File: src/hdl/assert_macros.svh
// Assertion macros shared by the graph traversal RTL.
// Each macro expects i_clk and i_rst_n in the scope where it is used.
`ifndef ASSERT_MACROS_SVH
`define ASSERT_MACROS_SVH

// Property checked at every clock edge outside reset
`define GTU_ASSERT(label, prop, msg) \
    label: assert property (@(posedge i_clk) disable iff (!i_rst_n) (prop)) \
        else $error(msg);

// Condition that must never hold outside reset
`define GTU_NEVER(label, cond, msg) \
    label: assert property (@(posedge i_clk) disable iff (!i_rst_n) !(cond)) \
        else $error(msg);

`endif

File: src/hdl/gtu_pkg.sv
// Shared types and sizing constants for the graph traversal unit.
// No dependencies; imported by gtu_obuf and the top level.
package gtu_pkg;

    localparam int NODES       = 32;
    localparam int MAX_DEGREE  = 16;
    localparam int MAX_RESULTS = 32;
    localparam int FIELD_W     = 5;

    localparam int NODE_W    = $clog2(NODES);
    localparam int PTR_W     = $clog2(NODES + 1);
    localparam int DEG_W     = $clog2(MAX_DEGREE + 1);
    localparam int CNT_W     = $clog2(MAX_RESULTS + 1);
    localparam int NBR_DEPTH = NODES * MAX_DEGREE;
    localparam int NBR_AW    = $clog2(NBR_DEPTH);

    typedef enum logic [1:0] {
        MODE_CLEAR = 2'd0,
        MODE_EDGE  = 2'd1,
        MODE_BFS   = 2'd2,
        MODE_DFS   = 2'd3
    } t_mode;

    typedef struct packed {
        t_mode              mode;
        logic [FIELD_W-1:0] node_a;
        logic [FIELD_W-1:0] node_b;
    } t_in_item;

    typedef struct packed {
        logic [FIELD_W-1:0] visited_node;
        logic               last;
        logic               status;
    } t_out_item;

    // result handed from the sequencer to the output register
    typedef struct packed {
        logic      vld;
        t_out_item item;
    } t_obuf_push;

endpackage

File: src/hdl/gtu_ram.sv
// Generic single-write, single-read synchronous RAM with registered read data.
// Read data holds until the next read enable. No dependencies.
module gtu_ram #(
    parameter int  DEPTH = 32,
    parameter int  WIDTH = 5,
    localparam int AW    = $clog2(DEPTH)
) (
    input  logic             i_clk,
    input  logic             i_we,
    input  logic [AW-1:0]    i_waddr,
    input  logic [WIDTH-1:0] i_wdata,
    input  logic             i_re,
    input  logic [AW-1:0]    i_raddr,
    output logic [WIDTH-1:0] o_rdata
);

    logic [WIDTH-1:0] r_mem [DEPTH];
    logic [WIDTH-1:0] r_rdata;

    always_ff @(posedge i_clk) begin
        if (i_we) begin
            r_mem[i_waddr] <= i_wdata;
        end
    end

    always_ff @(posedge i_clk) begin
        if (i_re) begin
            r_rdata <= r_mem[i_raddr];
        end
    end

    assign o_rdata = r_rdata;

endmodule

File: src/hdl/gtu_obuf.sv
// One-entry output register for result items, parting the sequencer from the
// downstream stall. Depends on gtu_pkg.
module gtu_obuf (
    input  logic                i_clk,
    input  logic                i_rst_n,
    input  gtu_pkg::t_obuf_push i_push,
    output logic                o_space,
    output logic                o_out_valid,
    input  logic                i_out_stall,
    output gtu_pkg::t_out_item  o_out_item
);
    import gtu_pkg::*;

    logic      r_vld;
    t_out_item r_item;

    // free now, or emptied at this edge
    assign o_space = !r_vld || !i_out_stall;

    always_ff @(posedge i_clk) begin
        if (!i_rst_n) begin
            r_vld <= 1'b0;
        end else if (i_push.vld) begin
            r_vld <= 1'b1;
        end else if (!i_out_stall) begin
            r_vld <= 1'b0;
        end
    end

    always_ff @(posedge i_clk) begin
        if (i_push.vld) begin
            r_item <= i_push.item;
        end
    end

    assign o_out_valid = r_vld;
    assign o_out_item  = r_item;

endmodule

File: src/hdl/graph_traversal_bfs_dfs_unit.sv
// Graph traversal unit top level: edge store, breadth/depth-first walk sequencer.
// Depends on gtu_pkg, gtu_ram, gtu_obuf and assert_macros.svh.
//
//   channel  | signals                               | direction
//   ---------+---------------------------------------+----------
//   in       | i_in_valid, o_in_stall, i_in_item     | to block
//   out      | o_out_valid, i_out_stall, o_out_item  | from block
//
// One item at a time. Add edge: read deg(a), check and append at a, append at b,
// acknowledge; a dropped edge skips both appends. Walk: per visited node, pop it,
// then scan its neighbours with one neighbour-store read a cycle.
// Synchronous active-low reset clears degrees, visited marks and pointers; no
// clearing pass. A full output register holds the sequencer in place.
`include "assert_macros.svh"

module graph_traversal_bfs_dfs_unit (
    input  logic               i_clk,
    input  logic               i_rst_n,
    input  logic               i_in_valid,
    output logic               o_in_stall,
    input  gtu_pkg::t_in_item  i_in_item,
    output logic               o_out_valid,
    input  logic               i_out_stall,
    output gtu_pkg::t_out_item o_out_item
);
    import gtu_pkg::*;

    typedef enum logic [8:0] {
        S_IDLE   = 9'b000000001,
        S_ACK    = 9'b000000010,
        S_EDGE_A = 9'b000000100,
        S_EDGE_B = 9'b000001000,
        S_EDGE_W = 9'b000010000,
        S_POP    = 9'b000100000,
        S_POPD   = 9'b001000000,
        S_SCAN   = 9'b010000000,
        S_FIN    = 9'b100000000
    } t_state;

    function automatic logic [NBR_AW-1:0] nbr_addr(input logic [NODE_W-1:0] node,
                                                   input logic [DEG_W-1:0]  slot);
        return NBR_AW'(node) * NBR_AW'(MAX_DEGREE) + NBR_AW'(slot);
    endfunction

    t_state             r_state, n_state;
    t_mode              r_mode, n_mode;
    logic [FIELD_W-1:0] r_a, n_a;
    logic [FIELD_W-1:0] r_b, n_b;
    logic [DEG_W-1:0]   r_da, n_da;
    logic               r_status, n_status;
    logic [PTR_W-1:0]   r_head, n_head;
    logic [PTR_W-1:0]   r_tail, n_tail;
    logic [NODE_W-1:0]  r_node, n_node;
    logic [DEG_W-1:0]   r_i, n_i;
    logic               r_chk, n_chk;
    logic [FIELD_W-1:0] r_pend, n_pend;
    logic               r_have_pend, n_have_pend;
    logic [CNT_W-1:0]   r_cnt, n_cnt;

    // degree counts with per-node valid bits, visited marks
    logic [DEG_W-1:0]   r_deg [NODES];
    logic [NODES-1:0]   r_deg_vld;
    logic [NODES-1:0]   r_visited;

    logic               in_acc;
    logic [NODE_W-1:0]  deg_raddr;
    logic [DEG_W-1:0]   deg_rd;
    logic               deg_we;
    logic [NODE_W-1:0]  deg_waddr;
    logic [DEG_W-1:0]   deg_wdata;
    logic               deg_clr;
    logic               vis_init;
    logic               vis_set;
    logic [NODE_W-1:0]  vis_addr;
    logic               drop;
    logic               wl_empty;
    logic               pop_stop;
    logic               scan_issue;
    logic               nxt_new;

    logic               nbr_we, nbr_re;
    logic [NBR_AW-1:0]  nbr_waddr, nbr_raddr;
    logic [FIELD_W-1:0] nbr_wdata, nbr_rdata;
    logic               wl_we, wl_re;
    logic [NODE_W-1:0]  wl_waddr, wl_raddr;
    logic [FIELD_W-1:0] wl_wdata, wl_rdata;

    t_obuf_push         obuf_push;
    logic               obuf_space;

    assign o_in_stall = (r_state != S_IDLE) || !i_rst_n;
    assign in_acc     = i_in_valid && !o_in_stall;

    always_comb begin
        priority case (r_state)
            S_EDGE_A: deg_raddr = NODE_W'(r_a);
            S_SCAN:   deg_raddr = r_node;
            default:  deg_raddr = NODE_W'(r_b);
        endcase
    end

    assign deg_rd = r_deg_vld[deg_raddr] ? r_deg[deg_raddr] : '0;

    // r_da holds deg(a), deg_rd holds deg(b); a self loop needs two slots
    always_comb begin
        if (32'(r_a) >= NODES || 32'(r_b) >= NODES) begin
            drop = 1'b1;
        end else if (r_a == r_b) begin
            drop = (32'(r_da) + 2) > MAX_DEGREE;
        end else begin
            drop = (32'(r_da) >= MAX_DEGREE) || (32'(deg_rd) >= MAX_DEGREE);
        end
    end

    assign wl_empty   = (r_mode == MODE_DFS) ? (r_tail == '0) : (r_head == r_tail);
    assign pop_stop   = (32'(wl_rdata) >= NODES) || (32'(r_cnt) >= MAX_RESULTS);
    assign scan_issue = r_i < deg_rd;
    assign nxt_new    = (32'(nbr_rdata) < NODES) && !r_visited[NODE_W'(nbr_rdata)]
                        && (32'(r_tail) < NODES);

    always_comb begin
        n_state     = r_state;
        n_mode      = r_mode;
        n_a         = r_a;
        n_b         = r_b;
        n_da        = r_da;
        n_status    = r_status;
        n_head      = r_head;
        n_tail      = r_tail;
        n_node      = r_node;
        n_i         = r_i;
        n_chk       = r_chk;
        n_pend      = r_pend;
        n_have_pend = r_have_pend;
        n_cnt       = r_cnt;
        deg_we      = 1'b0;
        deg_waddr   = NODE_W'(r_a);
        deg_wdata   = DEG_W'(r_da + DEG_W'(1));
        deg_clr     = 1'b0;
        vis_init    = 1'b0;
        vis_set     = 1'b0;
        vis_addr    = NODE_W'(nbr_rdata);
        nbr_we      = 1'b0;
        nbr_waddr   = nbr_addr(NODE_W'(r_a), r_da);
        nbr_wdata   = r_b;
        nbr_re      = 1'b0;
        nbr_raddr   = nbr_addr(r_node, r_i);
        wl_we       = 1'b0;
        wl_waddr    = r_tail[NODE_W-1:0];
        wl_wdata    = nbr_rdata;
        wl_re       = 1'b0;
        wl_raddr    = r_head[NODE_W-1:0];
        obuf_push   = '0;

        unique case (r_state)
            S_IDLE: begin
                if (in_acc) begin
                    n_mode = i_in_item.mode;
                    n_a    = i_in_item.node_a;
                    n_b    = i_in_item.node_b;
                    unique case (i_in_item.mode)
                        MODE_CLEAR: begin
                            deg_clr  = 1'b1;
                            n_status = 1'b0;
                            n_state  = S_ACK;
                        end
                        MODE_EDGE: begin
                            n_state = S_EDGE_A;
                        end
                        MODE_BFS, MODE_DFS: begin
                            n_have_pend = 1'b0;
                            n_cnt       = '0;
                            if (32'(i_in_item.node_a) < NODES) begin
                                vis_init = 1'b1;
                                vis_addr = NODE_W'(i_in_item.node_a);
                                wl_we    = 1'b1;
                                wl_waddr = '0;
                                wl_wdata = i_in_item.node_a;
                                n_head   = '0;
                                n_tail   = PTR_W'(1);
                                n_state  = S_POP;
                            end else begin
                                n_state = S_FIN;
                            end
                        end
                        default: n_state = S_IDLE;
                    endcase
                end
            end
            S_EDGE_A: begin
                n_da    = deg_rd;
                n_state = S_EDGE_B;
            end
            S_EDGE_B: begin
                if (drop) begin
                    n_status = 1'b1;
                    n_state  = S_ACK;
                end else begin
                    nbr_we  = 1'b1;
                    deg_we  = 1'b1;
                    n_state = S_EDGE_W;
                end
            end
            S_EDGE_W: begin
                // deg(b) re-read here so a self loop sees the first append
                nbr_we    = 1'b1;
                nbr_waddr = nbr_addr(NODE_W'(r_b), deg_rd);
                nbr_wdata = r_a;
                deg_we    = 1'b1;
                deg_waddr = NODE_W'(r_b);
                deg_wdata = DEG_W'(deg_rd + DEG_W'(1));
                n_status  = 1'b0;
                n_state   = S_ACK;
            end
            S_ACK: begin
                if (obuf_space) begin
                    obuf_push.vld               = 1'b1;
                    obuf_push.item.visited_node = '0;
                    obuf_push.item.last         = 1'b1;
                    obuf_push.item.status       = r_status;
                    n_state                     = S_IDLE;
                end
            end
            S_POP: begin
                if (wl_empty) begin
                    n_state = S_FIN;
                end else begin
                    wl_re = 1'b1;
                    if (r_mode == MODE_DFS) begin
                        n_tail   = PTR_W'(r_tail - PTR_W'(1));
                        wl_raddr = n_tail[NODE_W-1:0];
                    end else begin
                        n_head   = PTR_W'(r_head + PTR_W'(1));
                        wl_raddr = r_head[NODE_W-1:0];
                    end
                    n_state = S_POPD;
                end
            end
            S_POPD: begin
                if (pop_stop) begin
                    n_state = S_FIN;
                end else if (!r_have_pend || obuf_space) begin
                    // previous node is not the last one: release it now
                    obuf_push.vld               = r_have_pend;
                    obuf_push.item.visited_node = r_pend;
                    n_pend      = wl_rdata;
                    n_have_pend = 1'b1;
                    n_cnt       = CNT_W'(r_cnt + CNT_W'(1));
                    n_node      = NODE_W'(wl_rdata);
                    n_i         = '0;
                    n_chk       = 1'b0;
                    n_state     = S_SCAN;
                end
            end
            S_SCAN: begin
                // issue read i while checking the neighbour read last cycle
                if (r_chk && nxt_new) begin
                    vis_set = 1'b1;
                    wl_we   = 1'b1;
                    n_tail  = PTR_W'(r_tail + PTR_W'(1));
                end
                if (scan_issue) begin
                    nbr_re = 1'b1;
                    n_i    = DEG_W'(r_i + DEG_W'(1));
                    n_chk  = 1'b1;
                end else begin
                    n_chk = 1'b0;
                    if (!r_chk) begin
                        n_state = S_POP;
                    end
                end
            end
            S_FIN: begin
                if (!r_have_pend) begin
                    n_state = S_IDLE;
                end else if (obuf_space) begin
                    obuf_push.vld               = 1'b1;
                    obuf_push.item.visited_node = r_pend;
                    obuf_push.item.last         = 1'b1;
                    n_have_pend                 = 1'b0;
                    n_state                     = S_IDLE;
                end
            end
            default: n_state = S_IDLE;
        endcase
    end

    always_ff @(posedge i_clk) begin
        if (!i_rst_n) begin
            r_state     <= S_IDLE;
            r_mode      <= MODE_CLEAR;
            r_head      <= '0;
            r_tail      <= '0;
            r_have_pend <= 1'b0;
            r_chk       <= 1'b0;
            r_deg_vld   <= '0;
            r_visited   <= '0;
        end else begin
            r_state     <= n_state;
            r_mode      <= n_mode;
            r_head      <= n_head;
            r_tail      <= n_tail;
            r_have_pend <= n_have_pend;
            r_chk       <= n_chk;
            if (deg_clr) begin
                r_deg_vld <= '0;
            end else if (deg_we) begin
                r_deg_vld[deg_waddr] <= 1'b1;
            end
            // a new walk keeps only the start node marked
            if (vis_init) begin
                r_visited <= NODES'(1) << vis_addr;
            end else if (vis_set) begin
                r_visited[vis_addr] <= 1'b1;
            end
        end
    end

    always_ff @(posedge i_clk) begin
        r_a      <= n_a;
        r_b      <= n_b;
        r_da     <= n_da;
        r_status <= n_status;
        r_node   <= n_node;
        r_i      <= n_i;
        r_pend   <= n_pend;
        r_cnt    <= n_cnt;
        if (deg_we) begin
            r_deg[deg_waddr] <= deg_wdata;
        end
    end

    gtu_ram #(
        .DEPTH (NBR_DEPTH),
        .WIDTH (FIELD_W)
    ) u_nbr_ram (
        .i_clk   (i_clk),
        .i_we    (nbr_we),
        .i_waddr (nbr_waddr),
        .i_wdata (nbr_wdata),
        .i_re    (nbr_re),
        .i_raddr (nbr_raddr),
        .o_rdata (nbr_rdata)
    );

    gtu_ram #(
        .DEPTH (NODES),
        .WIDTH (FIELD_W)
    ) u_wl_ram (
        .i_clk   (i_clk),
        .i_we    (wl_we),
        .i_waddr (wl_waddr),
        .i_wdata (wl_wdata),
        .i_re    (wl_re),
        .i_raddr (wl_raddr),
        .o_rdata (wl_rdata)
    );

    gtu_obuf u_obuf (
        .i_clk       (i_clk),
        .i_rst_n     (i_rst_n),
        .i_push      (obuf_push),
        .o_space     (obuf_space),
        .o_out_valid (o_out_valid),
        .i_out_stall (i_out_stall),
        .o_out_item  (o_out_item)
    );

    `GTU_ASSERT(a_push_has_room, obuf_push.vld |-> obuf_space, "item pushed into full output register")
    `GTU_ASSERT(a_tail_bound, 32'(r_tail) <= NODES, "work list overflow")
    `GTU_ASSERT(a_bfs_order, (r_mode == MODE_BFS) |-> (r_head <= r_tail), "queue head passed tail")
    `GTU_ASSERT(a_accept_busy, (i_in_valid && !o_in_stall) |=> o_in_stall, "item accepted twice")
    `GTU_NEVER(a_mid_walk_item, obuf_push.vld && !obuf_push.item.last && (r_state != S_POPD), "unflagged item outside walk")

endmodule
File: config.mk
export PLATFORM = sky130hd
export DESIGN_NAME = graph_traversal_bfs_dfs_unit
export DESIGN_NICKNAME = d
export VERILOG_FILES = /design/src/hdl/gtu_pkg.sv /design/src/hdl/gtu_ram.sv /design/src/hdl/gtu_obuf.sv /design/src/hdl/graph_traversal_bfs_dfs_unit.sv
export VERILOG_INCLUDE_DIRS = /design/src /design/src/hdl
export SDC_FILE = /design/constraint.sdc
export NUM_CORES = 2
export LEC_CHECK = 0
export ABC_CLOCK_PERIOD_IN_PS = 55600
export BUFFER_PORTS_ARGS = -buffer_cell sky130_fd_sc_hd__buf_2
export CORE_AREA = 2 2 707 498
export CTS_CLUSTER_SIZE = 30
export DETAILED_ROUTE_END_ITERATION = 8
export DIE_AREA = 0 0 709 500
export PLACE_DENSITY_LB_ADDON = 0.1
export SETUP_SLACK_MARGIN = 0.15
export SYNTH_ARGS = -nofsm -noshare
export SYNTH_HDL_FRONTEND = slang
export SYNTH_SLANG_ARGS = --single-unit
File: constraint.sdc
create_clock -name i_clk -period 55.6 [get_ports i_clk]
set_input_delay 8.34 -clock i_clk [delete_from_list [all_inputs] [get_ports i_clk]]
set_output_delay 8.34 -clock i_clk [all_outputs]
set_load 0.05 [all_outputs]
==> impl_metrics.yaml <==
floorplan:
  die_y_um: 500
  io_pins: 25
  core_area_sq_um: 349000
  die_area_sq_um: 355000
  start_util_pct: 34.7
  die_x_um: 709
  row_count: 182
cts:
  cts_root_buffer: "clkbuf_16"
  cts.path.max_buffers: 4
  cts-hold-fix-buffers: 0
  postCtsSetupBuffers: 0
  cts_max_level: 5
  cts_tree: "built"
  cts-resized-gates: 0
  cts_sinks: 3019
  cts.clk_slew.worst_paths_ns: 0.06
  numCtsBuffers: 308
  clk_latency_ns: 0.90
synth:
  synth_nets: 6007
  synth_area_per_cell_sq_um: 20.3
  syn_inst: 5968
  synthArstFlopShare_pct: 0
  ys_types: 86
  synth_edf_count: 2929
  synthFlopType: "edfxtp_1"
  ys_warn_count: 0
  ys_ff_latch: 3019
  synth-seq-area-share_pct: 74.1
  netlist_area_sq_um: 121000
worst_setup_path:
  cp_common_cell: "buf_2"
  start_kind: "input port"
  r2r_slack_ns: 46.30
  worst-setup-path-type: "input port to output pin"
  cp.required_ns: 47.26
  critPathSlowestCell: "buf_2"
  crit_chain: "buf_2 -> nand2_1 -> buf_2"
  worstSetupEndpointType: "output pin"
  crit_fanout: 9
  cp.buffers_inverters: 2
  crit_arrival_ns: 8.88
  critPathTopFamily: "buffers and inverters"
  max_stage_delay_ns: 0.27
global_routing:
  grt_max_degree: 217
  grt_overflow: 0
  antenna_found_initial: 39
  grtUsageMet1_pct: 27.9
  grt_first_pass_wirelength_um: 453000
  grt_usage_pct: 17.7
  met3_usage_pct: 4.08
  grt-busiest-layer: "met1"
  gr-usage-met2_pct: 24.9
  first_global_vias: 59500
final_layout:
  fillers: 31200
  finish.instance_area_sq_um: 136000
  drive_gt1_share_pct: 25.4
  final_common_cell: "edfxtp_1"
  most-common-layout-cells: "edfxtp_1, mux4_2, nor2_1"
  fin_nets: 6107
  syn_to_final_growth_pct: 12.6
hold_path:
  hold_class: "flop to flop"
timing:
  min_period_ns: 17.22
  rsz0062_at_grt: "false"
  tightest_slew_ns: 1.39
  skew_ns: 0.0418
  period_share_pct: 31.0
  setup_violations: 0
  fmaxAchievable_ghz: 0.0581
  finalSetupTns_ns: 0
  slew_viol_final: 0
  relSlewSlack_pct: 7.14
  finalHoldViolCount: 0
route:
  vias: 58700
  drtIter0Drc: 6351
  drc: 0
  avgViaCountPerCell: 5.33
  drt_first_pass_iters: 6
  wl_per_cell_um: 28.9
  ant_nets: 0
  drt_wl_total_um: 318000
placement:
  io_buffers: 24
  placed_area_sq_um: 127000
  gp_congestion: 0.779
  dp_hpwl_um: 193000
job:
  maxCapViolations: 0
outcome:
  status: "completed"
pwr:
  power_density_nw_per_um2: 35.4
  finalPower_mw: 4.82
  irDropWorstVdd_mv: 0.0385
  power.leakage_nw: 40.1
==> sequential cells by signal, summed over array words and instances (netlist names) <==
signal,flops
u_obuf.o_out_valid,1
u_nbr_ram.r_mem,2560
u_wl_ram.o_rdata,5
r_state,9
r_visited,32
r_deg_vld,32
r_head,6
r_have_pend,1
r_da,5
r_mode,2
r_i,5
r_status,1
u_obuf.o_out_item,7
u_nbr_ram.o_rdata,5
r_pend,5
r_a,5
r_deg,160
r_tail,6
r_b,5
u_wl_ram.r_mem,160
r_chk,1
r_cnt,6
==> power breakdown <==
group | internal (mW) | total (mW) | switching (mW)
combinational | 0.0497 | 0.233 | 0.183
sequential | 2.54 | 2.56 | 0.0131
clock | 1.15 | 2.03 | 0.879
==> final cells by class <==
| type | count | area (sq um) | area share (%) |
|---|---|---|---|
| inverter | 35 | 131 | 0.0963 |
| clock buffer | 381 | 8210 | 6.02 |
| sequential | 3019 | 89800 | 65.8 |
| multi-input combinational | 2558 | 29800 | 21.9 |
| clock inverter | 164 | 1390 | 1.02 |
| tap | 4692 | 5870 | 4.30 |
| timing repair buffer | 146 | 1210 | 0.888 |
| antenna | 6 | 15.0 | 0.0110 |
==> worst register-to-register path: cells and delay by family (launching register included) <==
kind / cells / cell delay (ns)
AO/OA/AOI/OAI: 5 / 2.54
buffers and inverters: 4 / 2.40
AND/OR/NAND/NOR: 6 / 3.62
flip-flops: 1 / 0.41
==> cell families after synthesis <==
family                   Yosys count  share of synthesized area (%)
XOR/XNOR                          39                          0.282
AND/OR/NAND/NOR                 1203                           4.68
adder cells (fa/ha/maj)           23                          0.238
multiplexers                     988                           17.4
flip-flops                      3019                           74.1
buffers and inverters            391                           1.49
AO/OA/AOI/OAI                    305                           1.82
==> routing by layer <==
metal  vias up  wire [um]  share of wire [%]
li1      24800          -                  -
met1     31600     154000                 48
met2      1831     135000                 42
met3       431      23100                7.3
met4         6       6700                2.1
met5         -         50              0.016
==> cell usage after synthesis, drive strengths merged (7+ instances only) <==
cell / count / area, sq um
a2111oi: 12 / 105
a211oi: 20 / 150
a21oi: 52 / 260
a22oi: 41 / 308
a31oi: 16 / 100
a32o: 31 / 310
and2: 31 / 194
and3: 34 / 213
buf: 170 / 977
clkbuf: 186 / 698
dfxtp: 90 / 1800
edfxtp: 2929 / 88000
ha: 23 / 288
inv: 35 / 131
mux2: 20 / 225
mux2i: 77 / 771
mux4: 891 / 20100
nand2: 270 / 1010
nand2b: 7 / 43.8
nand3: 62 / 333
nand3b: 7 / 52.6
nand4: 17 / 106
nor2: 678 / 3060
nor2b: 23 / 144
nor3: 28 / 155
nor4: 10 / 90.1
o211ai: 7 / 52.6
o21ai: 53 / 265
or2: 7 / 43.8
or3: 11 / 68.8
xnor2: 21 / 184
xor2: 18 / 158
==> stage by stage <==
stage	worst slack, ns	utilization [%]	hold slack [ns]	cells
global placement	38.39	36.4	0.413	10500
detailed placement	38.39	36.4	0.405	10500
CTS	38.38	39.1	0.419	11000
floorplan	30.45	-	0.400	5968
global route	38.37	39.1	0.428	11000
finish	38.38	39.1	0.418	11000
==> path summary, 6_finish.rpt <==
check,to,startpoint,cells past startpoint
max,o_in_stall,i_rst_n,3
min,r_pend[1],u_wl_ram.o_rdata[1],0
max reg2reg,u_nbr_ram.r_mem[251][4],r_state[0],15
min reg2reg,r_pend[1],u_wl_ram.o_rdata[1],0
Power figures use the tool's default switching activity.
